## config.mk

```make
export PLATFORM = sky130hd
export DESIGN_NAME = json_token_scanner
export DESIGN_NICKNAME = d
export VERILOG_FILES = /design/src/rtl/jts_pkg.sv /design/src/rtl/jts_counter.sv /design/src/rtl/jts_lexer.sv /design/src/rtl/json_token_scanner.sv
export SDC_FILE = /design/constraint.sdc
export NUM_CORES = 1
export LEC_CHECK = 0
export ABC_CLOCK_PERIOD_IN_PS = 9680
export BUFFER_PORTS_ARGS = -buffer_cell sky130_fd_sc_hd__buf_4
export CELL_PAD_IN_SITES_DETAIL_PLACEMENT = 1
export CELL_PAD_IN_SITES_GLOBAL_PLACEMENT = 1
export CORE_UTILIZATION = 30
export DETAILED_ROUTE_END_ITERATION = 6
export GPL_TIMING_DRIVEN = 0
export PLACE_DENSITY_LB_ADDON = 0.08
export SYNTH_ARGS = -nofsm -noshare
export SYNTH_HDL_FRONTEND = slang
export SYNTH_SLANG_ARGS = --single-unit
export TNS_END_PERCENT = 5
```

## constraint.sdc

```tcl
create_clock -name clk -period 9.68 [get_ports clk]
set_input_delay 1.936 -clock clk [delete_from_list [all_inputs] [get_ports clk]]
set_output_delay 1.936 -clock clk [all_outputs]
set_load 0.01 [all_outputs]
```

## src/rtl/jts_pkg.sv

```systemverilog
// ---------------------------------------------------------------------------
// jts_pkg
// Shared types, token codes and keyword tables for the JSON token scanner.
// ---------------------------------------------------------------------------
package jts_pkg;

  // Scan modes
  typedef enum logic [2:0] {
    MODE_DEFAULT      = 3'd0,
    MODE_STRING       = 3'd1,
    MODE_ESCAPE       = 3'd2,
    MODE_NUMBER       = 3'd3,
    MODE_AFTER_PERIOD = 3'd4,
    MODE_KEYWORD      = 3'd5,
    MODE_HALTED       = 3'd6
  } mode_t;

  // Token kinds
  localparam logic [3:0] KIND_LBRACE      = 4'd0;
  localparam logic [3:0] KIND_RBRACE      = 4'd1;
  localparam logic [3:0] KIND_LBRACKET    = 4'd2;
  localparam logic [3:0] KIND_RBRACKET    = 4'd3;
  localparam logic [3:0] KIND_COMMA       = 4'd4;
  localparam logic [3:0] KIND_COLON       = 4'd5;
  localparam logic [3:0] KIND_TRUE        = 4'd6;
  localparam logic [3:0] KIND_FALSE       = 4'd7;
  localparam logic [3:0] KIND_NULL        = 4'd8;
  localparam logic [3:0] KIND_STRING_BYTE = 4'd9;
  localparam logic [3:0] KIND_STRING_END  = 4'd10;
  localparam logic [3:0] KIND_NUMBER      = 4'd11;
  localparam logic [3:0] KIND_ERROR       = 4'd12;

  // Error codes
  localparam logic [1:0] ERR_ILLEGAL_CHAR = 2'd0;
  localparam logic [1:0] ERR_BAD_ESCAPE   = 2'd1;
  localparam logic [1:0] ERR_LONE_MINUS   = 2'd2;

  // Keyword selects
  localparam logic [1:0] KW_TRUE  = 2'd0;
  localparam logic [1:0] KW_FALSE = 2'd1;
  localparam logic [1:0] KW_NULL  = 2'd2;

  localparam logic [7:0] CHAR_NEWLINE = 8'h0A;
  localparam logic [7:0] CHAR_TAB     = 8'h09;

  typedef struct packed {
    logic [7:0] current_char;
    logic [7:0] next_char;
    logic       lookahead_valid;
  } in_word_t;

  typedef struct packed {
    logic [3:0]  token_kind;
    logic [7:0]  content_byte;
    logic        ends_token;
    logic [15:0] line_number;
    logic [15:0] column_number;
    logic [1:0]  error_code;
  } out_word_t;

  // Lexer decision for one byte
  typedef struct packed {
    logic       emit;
    logic [3:0] kind;
    logic [7:0] content;
    logic       ends;
    logic [1:0] err;
  } lex_res_t;

  function automatic logic [2:0] kw_len(input logic [1:0] sel);
    return (sel == KW_FALSE) ? 3'd5 : 3'd4;
  endfunction

  function automatic logic [3:0] kw_kind(input logic [1:0] sel);
    case (sel)
      KW_TRUE:  return KIND_TRUE;
      KW_FALSE: return KIND_FALSE;
      default:  return KIND_NULL;
    endcase
  endfunction

  function automatic logic [7:0] kw_char(input logic [1:0] sel, input logic [2:0] pos);
    logic [7:0] ch;
    ch = 8'h00;
    case (sel)
      KW_TRUE: begin
        case (pos)
          3'd0:    ch = "t";
          3'd1:    ch = "r";
          3'd2:    ch = "u";
          3'd3:    ch = "e";
          default: ch = 8'h00;
        endcase
      end
      KW_FALSE: begin
        case (pos)
          3'd0:    ch = "f";
          3'd1:    ch = "a";
          3'd2:    ch = "l";
          3'd3:    ch = "s";
          3'd4:    ch = "e";
          default: ch = 8'h00;
        endcase
      end
      default: begin
        case (pos)
          3'd0:    ch = "n";
          3'd1:    ch = "u";
          3'd2:    ch = "l";
          3'd3:    ch = "l";
          default: ch = 8'h00;
        endcase
      end
    endcase
    return ch;
  endfunction

endpackage

```

## src/rtl/jts_counter.sv

```systemverilog
// ---------------------------------------------------------------------------
// jts_counter
// Saturating line and column counters; shows post-update values.
// ---------------------------------------------------------------------------
module jts_counter #(
  parameter int LINE_BITS   = 16,
  parameter int COLUMN_BITS = 16
) (
  input  logic                   clk,
  input  logic                   rst,
  input  logic                   count_en,
  input  logic [7:0]             current_char,
  output logic [LINE_BITS-1:0]   line_next,
  output logic [COLUMN_BITS-1:0] column_next
);

  logic [LINE_BITS-1:0]   line_count;
  logic [COLUMN_BITS-1:0] column_count;
  logic                   is_newline;

  assign is_newline = (current_char == jts_pkg::CHAR_NEWLINE);

  always_comb begin
    line_next   = line_count;
    column_next = column_count;
    if (is_newline) begin
      if (!(&line_count)) begin
        line_next = line_count + LINE_BITS'(1);
      end
      column_next = '0;
    end else if (!(&column_count)) begin
      column_next = column_count + COLUMN_BITS'(1);
    end
  end

  always_ff @(posedge clk) begin
    if (rst) begin
      line_count   <= LINE_BITS'(1);
      column_count <= '0;
    end else if (count_en) begin
      line_count   <= line_next;
      column_count <= column_next;
    end
  end

endmodule

```

## src/rtl/jts_lexer.sv

```systemverilog
// ---------------------------------------------------------------------------
// jts_lexer
// Scan-mode state machine: keyword matching, strings, escapes, numbers.
// ---------------------------------------------------------------------------
module jts_lexer (
  input  logic              clk,
  input  logic              rst,
  input  logic              step,
  input  jts_pkg::in_word_t item,
  output jts_pkg::lex_res_t res,
  output logic              halted
);

  jts_pkg::mode_t mode, mode_next;
  logic [1:0]     keyword_select, keyword_select_next;
  logic [2:0]     keyword_position, keyword_position_next;

  logic [7:0] c;
  logic       next_digit;
  logic       next_period;
  logic       cur_digit;

  assign c           = item.current_char;
  assign cur_digit   = (c inside {[8'h30:8'h39]});
  assign next_digit  = item.lookahead_valid && (item.next_char inside {[8'h30:8'h39]});
  assign next_period = item.lookahead_valid && (item.next_char == ".");
  assign halted      = (mode == jts_pkg::MODE_HALTED);

  always_ff @(posedge clk) begin
    if (rst) begin
      mode             <= jts_pkg::MODE_DEFAULT;
      keyword_select   <= '0;
      keyword_position <= '0;
    end else if (step) begin
      mode             <= mode_next;
      keyword_select   <= keyword_select_next;
      keyword_position <= keyword_position_next;
    end
  end

  always_comb begin
    mode_next             = mode;
    keyword_select_next   = keyword_select;
    keyword_position_next = keyword_position;
    res                   = '0;
    case (mode)
      jts_pkg::MODE_ESCAPE: begin
        mode_next = jts_pkg::MODE_STRING;
        res.emit  = 1'b1;
        res.kind  = jts_pkg::KIND_STRING_BYTE;
        case (c)
          "n":     res.content = jts_pkg::CHAR_NEWLINE;
          "t":     res.content = jts_pkg::CHAR_TAB;
          "\\":    res.content = "\\";
          "\"":    res.content = "\"";
          default: begin
            mode_next = jts_pkg::MODE_HALTED;
            res.kind  = jts_pkg::KIND_ERROR;
            res.err   = jts_pkg::ERR_BAD_ESCAPE;
          end
        endcase
      end
      jts_pkg::MODE_AFTER_PERIOD: begin
        res.emit    = 1'b1;
        res.kind    = jts_pkg::KIND_NUMBER;
        res.content = c;
        if (!next_digit) begin
          mode_next = jts_pkg::MODE_DEFAULT;
          res.ends  = 1'b1;
        end
      end
      jts_pkg::MODE_NUMBER: begin
        res.emit    = 1'b1;
        res.kind    = jts_pkg::KIND_NUMBER;
        res.content = c;
        if (next_period) begin
          mode_next = jts_pkg::MODE_AFTER_PERIOD;
        end else if (!next_digit) begin
          mode_next = jts_pkg::MODE_DEFAULT;
          res.ends  = 1'b1;
        end
      end
      jts_pkg::MODE_STRING: begin
        if (c == "\\") begin
          mode_next = jts_pkg::MODE_ESCAPE;
        end else if (c == "\"") begin
          mode_next = jts_pkg::MODE_DEFAULT;
          res.emit  = 1'b1;
          res.kind  = jts_pkg::KIND_STRING_END;
          res.ends  = 1'b1;
        end else begin
          res.emit    = 1'b1;
          res.kind    = jts_pkg::KIND_STRING_BYTE;
          res.content = c;
        end
      end
      jts_pkg::MODE_KEYWORD: begin
        if (keyword_position >= jts_pkg::kw_len(keyword_select) ||
            c != jts_pkg::kw_char(keyword_select, keyword_position)) begin
          mode_next = jts_pkg::MODE_DEFAULT;
        end else begin
          keyword_position_next = keyword_position + 3'd1;
          if (keyword_position_next == jts_pkg::kw_len(keyword_select)) begin
            mode_next = jts_pkg::MODE_DEFAULT;
            res.emit  = 1'b1;
            res.kind  = jts_pkg::kw_kind(keyword_select);
            res.ends  = 1'b1;
          end
        end
      end
      jts_pkg::MODE_DEFAULT: begin
        case (c)
          jts_pkg::CHAR_NEWLINE, jts_pkg::CHAR_TAB, " ": ;
          "{": begin res.emit = 1'b1; res.kind = jts_pkg::KIND_LBRACE;   res.ends = 1'b1; end
          "}": begin res.emit = 1'b1; res.kind = jts_pkg::KIND_RBRACE;   res.ends = 1'b1; end
          "[": begin res.emit = 1'b1; res.kind = jts_pkg::KIND_LBRACKET; res.ends = 1'b1; end
          "]": begin res.emit = 1'b1; res.kind = jts_pkg::KIND_RBRACKET; res.ends = 1'b1; end
          ",": begin res.emit = 1'b1; res.kind = jts_pkg::KIND_COMMA;    res.ends = 1'b1; end
          ":": begin res.emit = 1'b1; res.kind = jts_pkg::KIND_COLON;    res.ends = 1'b1; end
          "t", "f", "n": begin
            keyword_select_next   = (c == "t") ? jts_pkg::KW_TRUE :
                                    (c == "f") ? jts_pkg::KW_FALSE : jts_pkg::KW_NULL;
            keyword_position_next = 3'd1;
            mode_next             = jts_pkg::MODE_KEYWORD;
          end
          "\"": mode_next = jts_pkg::MODE_STRING;
          "-": begin
            res.emit = 1'b1;
            if (!next_digit) begin
              mode_next = jts_pkg::MODE_HALTED;
              res.kind  = jts_pkg::KIND_ERROR;
              res.err   = jts_pkg::ERR_LONE_MINUS;
            end else begin
              mode_next   = jts_pkg::MODE_NUMBER;
              res.kind    = jts_pkg::KIND_NUMBER;
              res.content = c;
            end
          end
          default: begin
            res.emit = 1'b1;
            if (cur_digit) begin
              res.kind    = jts_pkg::KIND_NUMBER;
              res.content = c;
              if (!next_period && !next_digit) begin
                res.ends = 1'b1;
              end else begin
                mode_next = jts_pkg::MODE_NUMBER;
              end
            end else begin
              mode_next = jts_pkg::MODE_HALTED;
              res.kind  = jts_pkg::KIND_ERROR;
              res.err   = jts_pkg::ERR_ILLEGAL_CHAR;
            end
          end
        endcase
      end
      default: ; // halted: ignore everything
    endcase
  end

endmodule

```

## src/rtl/json_token_scanner.sv

```systemverilog
// ---------------------------------------------------------------------------
// json_token_scanner
// Byte-at-a-time JSON tokenizer with line/column tracking.
// ---------------------------------------------------------------------------
// A taken byte waits in the input stage until the output can take a token;
//   it is decoded then, and its token (if any) goes into the output register.
// Throughput: one byte per cycle while the token port is not stalled.
// Output register lets the next byte be taken while a token waits.
// Reset (rst, sync, high): default mode, line 1, column 0, both ports empty.
// After an error token the scanner halts and drops all bytes until reset.
// ---------------------------------------------------------------------------
module json_token_scanner #(
  parameter int LINE_BITS   = 16,
  parameter int COLUMN_BITS = 16
) (
  input  logic               clk,
  input  logic               rst,
  // byte input
  input  logic               byte_valid,
  output logic               byte_stall,
  input  jts_pkg::in_word_t  byte_data,
  // token output
  output logic               token_valid,
  input  logic               token_stall,
  output jts_pkg::out_word_t token_data
);

  // Input stage
  logic              in_full;
  jts_pkg::in_word_t in_word;

  // Decode fires when the input stage holds a byte and the output can take one
  logic              step;
  logic              halted;
  jts_pkg::lex_res_t res;

  logic [LINE_BITS-1:0]   line_next;
  logic [COLUMN_BITS-1:0] column_next;

  // zero-extend so the low 16 bits are always there
  logic [LINE_BITS+15:0]   line_ext;
  logic [COLUMN_BITS+15:0] column_ext;

  assign step       = in_full && (!token_valid || !token_stall);
  assign byte_stall = in_full && !step;

  always_ff @(posedge clk) begin
    if (rst) begin
      in_full <= 1'b0;
    end else if (byte_valid && !byte_stall) begin
      in_full <= 1'b1;
    end else if (step) begin
      in_full <= 1'b0;
    end
  end

  always_ff @(posedge clk) begin
    if (byte_valid && !byte_stall) begin
      in_word <= byte_data;
    end
  end

  jts_lexer u_lexer (
    .clk    (clk),
    .rst    (rst),
    .step   (step),
    .item   (in_word),
    .res    (res),
    .halted (halted)
  );

  // counters frozen once halted
  jts_counter #(
    .LINE_BITS   (LINE_BITS),
    .COLUMN_BITS (COLUMN_BITS)
  ) u_counter (
    .clk          (clk),
    .rst          (rst),
    .count_en     (step && !halted),
    .current_char (in_word.current_char),
    .line_next    (line_next),
    .column_next  (column_next)
  );

  assign line_ext   = {16'b0, line_next};
  assign column_ext = {16'b0, column_next};

  // Output register
  always_ff @(posedge clk) begin
    if (rst) begin
      token_valid <= 1'b0;
    end else if (step) begin
      token_valid <= res.emit;
    end else if (!token_stall) begin
      token_valid <= 1'b0;
    end
  end

  always_ff @(posedge clk) begin
    if (step && res.emit) begin
      token_data.token_kind    <= res.kind;
      token_data.content_byte  <= res.content;
      token_data.ends_token    <= res.ends;
      token_data.line_number   <= line_ext[15:0];
      token_data.column_number <= column_ext[15:0];
      token_data.error_code    <= res.err;
    end
  end

  // Assertions
  a_kind_range: assert property (@(posedge clk) disable iff (rst)
    token_valid |-> token_data.token_kind <= jts_pkg::KIND_ERROR)
    else $error("token kind out of range");

  a_err_code_clear: assert property (@(posedge clk) disable iff (rst)
    (token_valid && token_data.token_kind != jts_pkg::KIND_ERROR)
      |-> token_data.error_code == 2'd0)
    else $error("error code set on non-error token");

  a_silent_after_error: assert property (@(posedge clk) disable iff (rst)
    (token_valid && !token_stall && token_data.token_kind == jts_pkg::KIND_ERROR)
      |=> !token_valid)
    else $error("token after error");

  a_stall_only_full: assert property (@(posedge clk) disable iff (rst)
    byte_stall |-> in_full && token_valid && token_stall)
    else $error("input stalled without back-pressure");

endmodule

```

==> results.yml <==
run_status:
  status: "finished, final reports clean"
route:
  viasPerCell: 5.33
  ant_nets: 0
  vias: 4903
  wl_per_cell_um: 18.1
  firstDrtPassIters: 4
  wl_mm: 16.7
  drc: 0
  drtIter0Drc: 249
sta:
  fmax_ghz: 0.228
  tns_ps: 0
  relSlewSlack_pct: 20.2
  slew_viol_final: 0
  setup_ws_ps: 5300
  rsz0062_at_grt: "false"
  worst_pin_slew_ps: 1190
  setup_viol: 0
  timing.final.crit_share_pct: 45.3
  hold_viol_final: 0
  min_period_ps: 4380
  skew_ps: 10.6
yosys:
  synth_xor_area_share_pct: 5.08
  synth_top_area_share_pct: 33.8
  synth-edff-count: 64
  postSynthAreaPerCell_um2: 9.42
  yosysTopAreaCell: "edfxtp_1"
  synthCells: 604
  muxShareOfSynthArea_pct: 0.726
  synth_fa_ha_area_share_pct: 1.76
  ys_ff_latch: 106
  synth_compound_area_share_pct: 15.3
  synth.net_count: 633
  synthArstFlopShare_pct: 0
  ys.flop_type: "edfxtp_1"
  synth_area_um2: 5690
  yosysUniqueCellTypes: 69
  yosysWarnings: 0
  synth_top_family_by_area: "simple AND/OR/NAND/NOR gates"
  ys_seq_area_share_pct: 48.6
  synthSimpleGateAreaFrac_pct: 25.2
  yosys-top-cells-area: "edfxtp_1, dfxtp_1, nand2_1, nor2_1, a21oi_1"
finish:
  drive_gt1_share_pct: 16.2
  mostFrequentLayoutCells: "buf_4, nand2_1, edfxtp_1"
  final_util_pct: 37.5
  layout_commonest_cell: "buf_4"
  seqCellArea_um2: 2760
  antenna_cells: 0
  fill_cells: 2113
  syn_to_final_growth_pct: 20.6
  multi_input_area_um2: 2760
  final_nets: 715
power_and_ir_drop:
  power_per_cell_area_nw_per_um2: 147
  peakVddDrop_mv: 0.0977
  cellLeakagePower_uw: 0.00245
clocking:
  ctsResizeCount: 0
  tritoncts: "done"
  cts_made_buffers: 9
  cts_buffer_depth: 2
  cts_root_buf: "clkbuf_16"
  cts_hold_buffers: 0
  postCtsSetupRepairBufs: 0
  clock_latency_ps: 360
  clk_pin_slew_ps: 80
  clock_sinks: 106
  htreeDepth: 3
placed_design:
  place_hpwl_mm: 12.3
  pre_cts_ws_ps: 5290
  place.gp.congestion: 0.870
  port_buffers: 69
global_routing:
  grt_max_degree: 27
  grt_pass1_vias: 5104
  grt_antenna_before_repair: 0
  grt_overflow_total: 0
  grt_pass1_wl_mm: 27.1
  grt_use_total_pct: 17.8
die:
  die_y_um: 140
  die-area_um2: 19500
  ios: 70
  start_util_pct: 31.1
  std_cell_rows: 49
  dieWidth_um: 140
  core_area_um2: 18300
worst_setup_path:
  cp-end-kind: "primary output"
  cp.required_ps: 7740
  crit_top_cell: "buf_4"
  cp_slowest_cell: "and3_1"
  start_kind: "input port"
  worstPathArrival_ps: 2450
  critical-path-top-delay-family: "buffers and inverters"
  crit_fanout: 3
  path_buf_inv: 2
  path_cells: "buf_4, and3_1, buf_4"
  critPathMaxStageDelay_ps: 230
  worstSetupPathType: "in -> out"
hold_path:
  hp-class: "reg -> reg"
flow_run:
  cap_violations: 0
[cells in the mapped netlist, types with 4 or more instances]
cell,n
a211oi_1,7
a21oi_1,38
a31oi_1,9
and2_1,5
and3_1,6
buf_2,6
clkbuf_1,27
dfxtp_1,42
edfxtp_1,64
ha_1,8
inv_1,13
nand2_1,68
nand2b_1,12
nand3_1,17
nand3b_1,9
nand4_1,14
nor2_1,61
nor2b_1,6
nor3_1,28
nor4_1,8
o21a_1,6
o21ai_0,26
o311ai_0,4
or3_1,15
or4_1,4
xnor2_1,15
xor2_1,18
[final cells by class]
type / count / share of cell area [%]
Sequential cell: 106 / 40.3
Multi-Input combinational cell: 450 / 40.2
Timing Repair Buffer: 71 / 8.06
Tap cell: 229 / 4.18
Clock buffer: 12 / 4.05
Buffer: 35 / 2.02
Inverter: 13 / 0.711
Clock inverter: 4 / 0.511
[metrics by stage]
| step | hold WS, ps | instance area, µm² | cells | power [µW] |
|---|---|---|---|---|
| final | 509 | 6860 | 920 | 1010 |
| after global routing | 530 | 6860 | 920 | 1050 |
| after CTS | 513 | 6860 | 920 | 1020 |
| after detailed placement | 500 | 6550 | 904 | 630 |
| after global placement | 479 | 6490 | 902 | 627 |
| after floorplan | 455 | 5690 | 604 | 578 |
[path summary, 6_finish.rpt]
| kind | from | end | slack [ps] | depth (start not counted) |
|---|---|---|---|---|
| setup reg to reg | in_word[10] | token_data[3] | 5500 | 8 |
| hold reg to reg | u_counter.column_count[15] | u_counter.column_count[15] | 510 | 2 |
| hold / removal | u_counter.column_count[15] | u_counter.column_count[15] | 510 | 2 |
| setup / recovery | token_stall | byte_stall | 5300 | 3 |
[tightest hold or removal path, stage by stage (launching register included)]
cell	delay, ps
dfxtp_1	350
nand2_1	60
a21oi_1	60
[power breakdown]
part	total [µW]	internal, µW	switching [µW]	leakage [µW]
Combinational	113	41.7	71.7	0.00133
Clock	391	209	183	0.000157
Sequential	505	497	7.86	0.000967
Total	1010	748	262	0.00245
[registers in the layout (all words and copies together) (netlist names)]
name / cells
token_data: 47
u_lexer.mode: 3
u_lexer.keyword_select: 2
token_valid: 1
in_full: 1
u_lexer.keyword_position: 3
in_word: 17
u_counter.column_count: 16
u_counter.line_count: 16
[cells by family (layout without fill, tap and decap cells)]
logic type                 Yosys count  in the layout
and+or+nand+nor                    275            275
AOI/OAI and AO/OA                  130            130
DFF                                106            106
buffers and inverters               48            135
xor gates and xnor gates            33             33
adders and majority gates            8              8
muxes                                4              4
[layer usage]
layer / GRT usage (%) / routed length (µm) / vias to the layer above
met2: 31.2 / 8340 / 65
met5: 0 / 0 / -
met4: 4.92 / 221 / 0
li1: - / - / 2393
met1: 22.3 / 7650 / 2429
met3: 3.30 / 460 / 16
No activity file was read; power rests on OpenSTA's default activity.
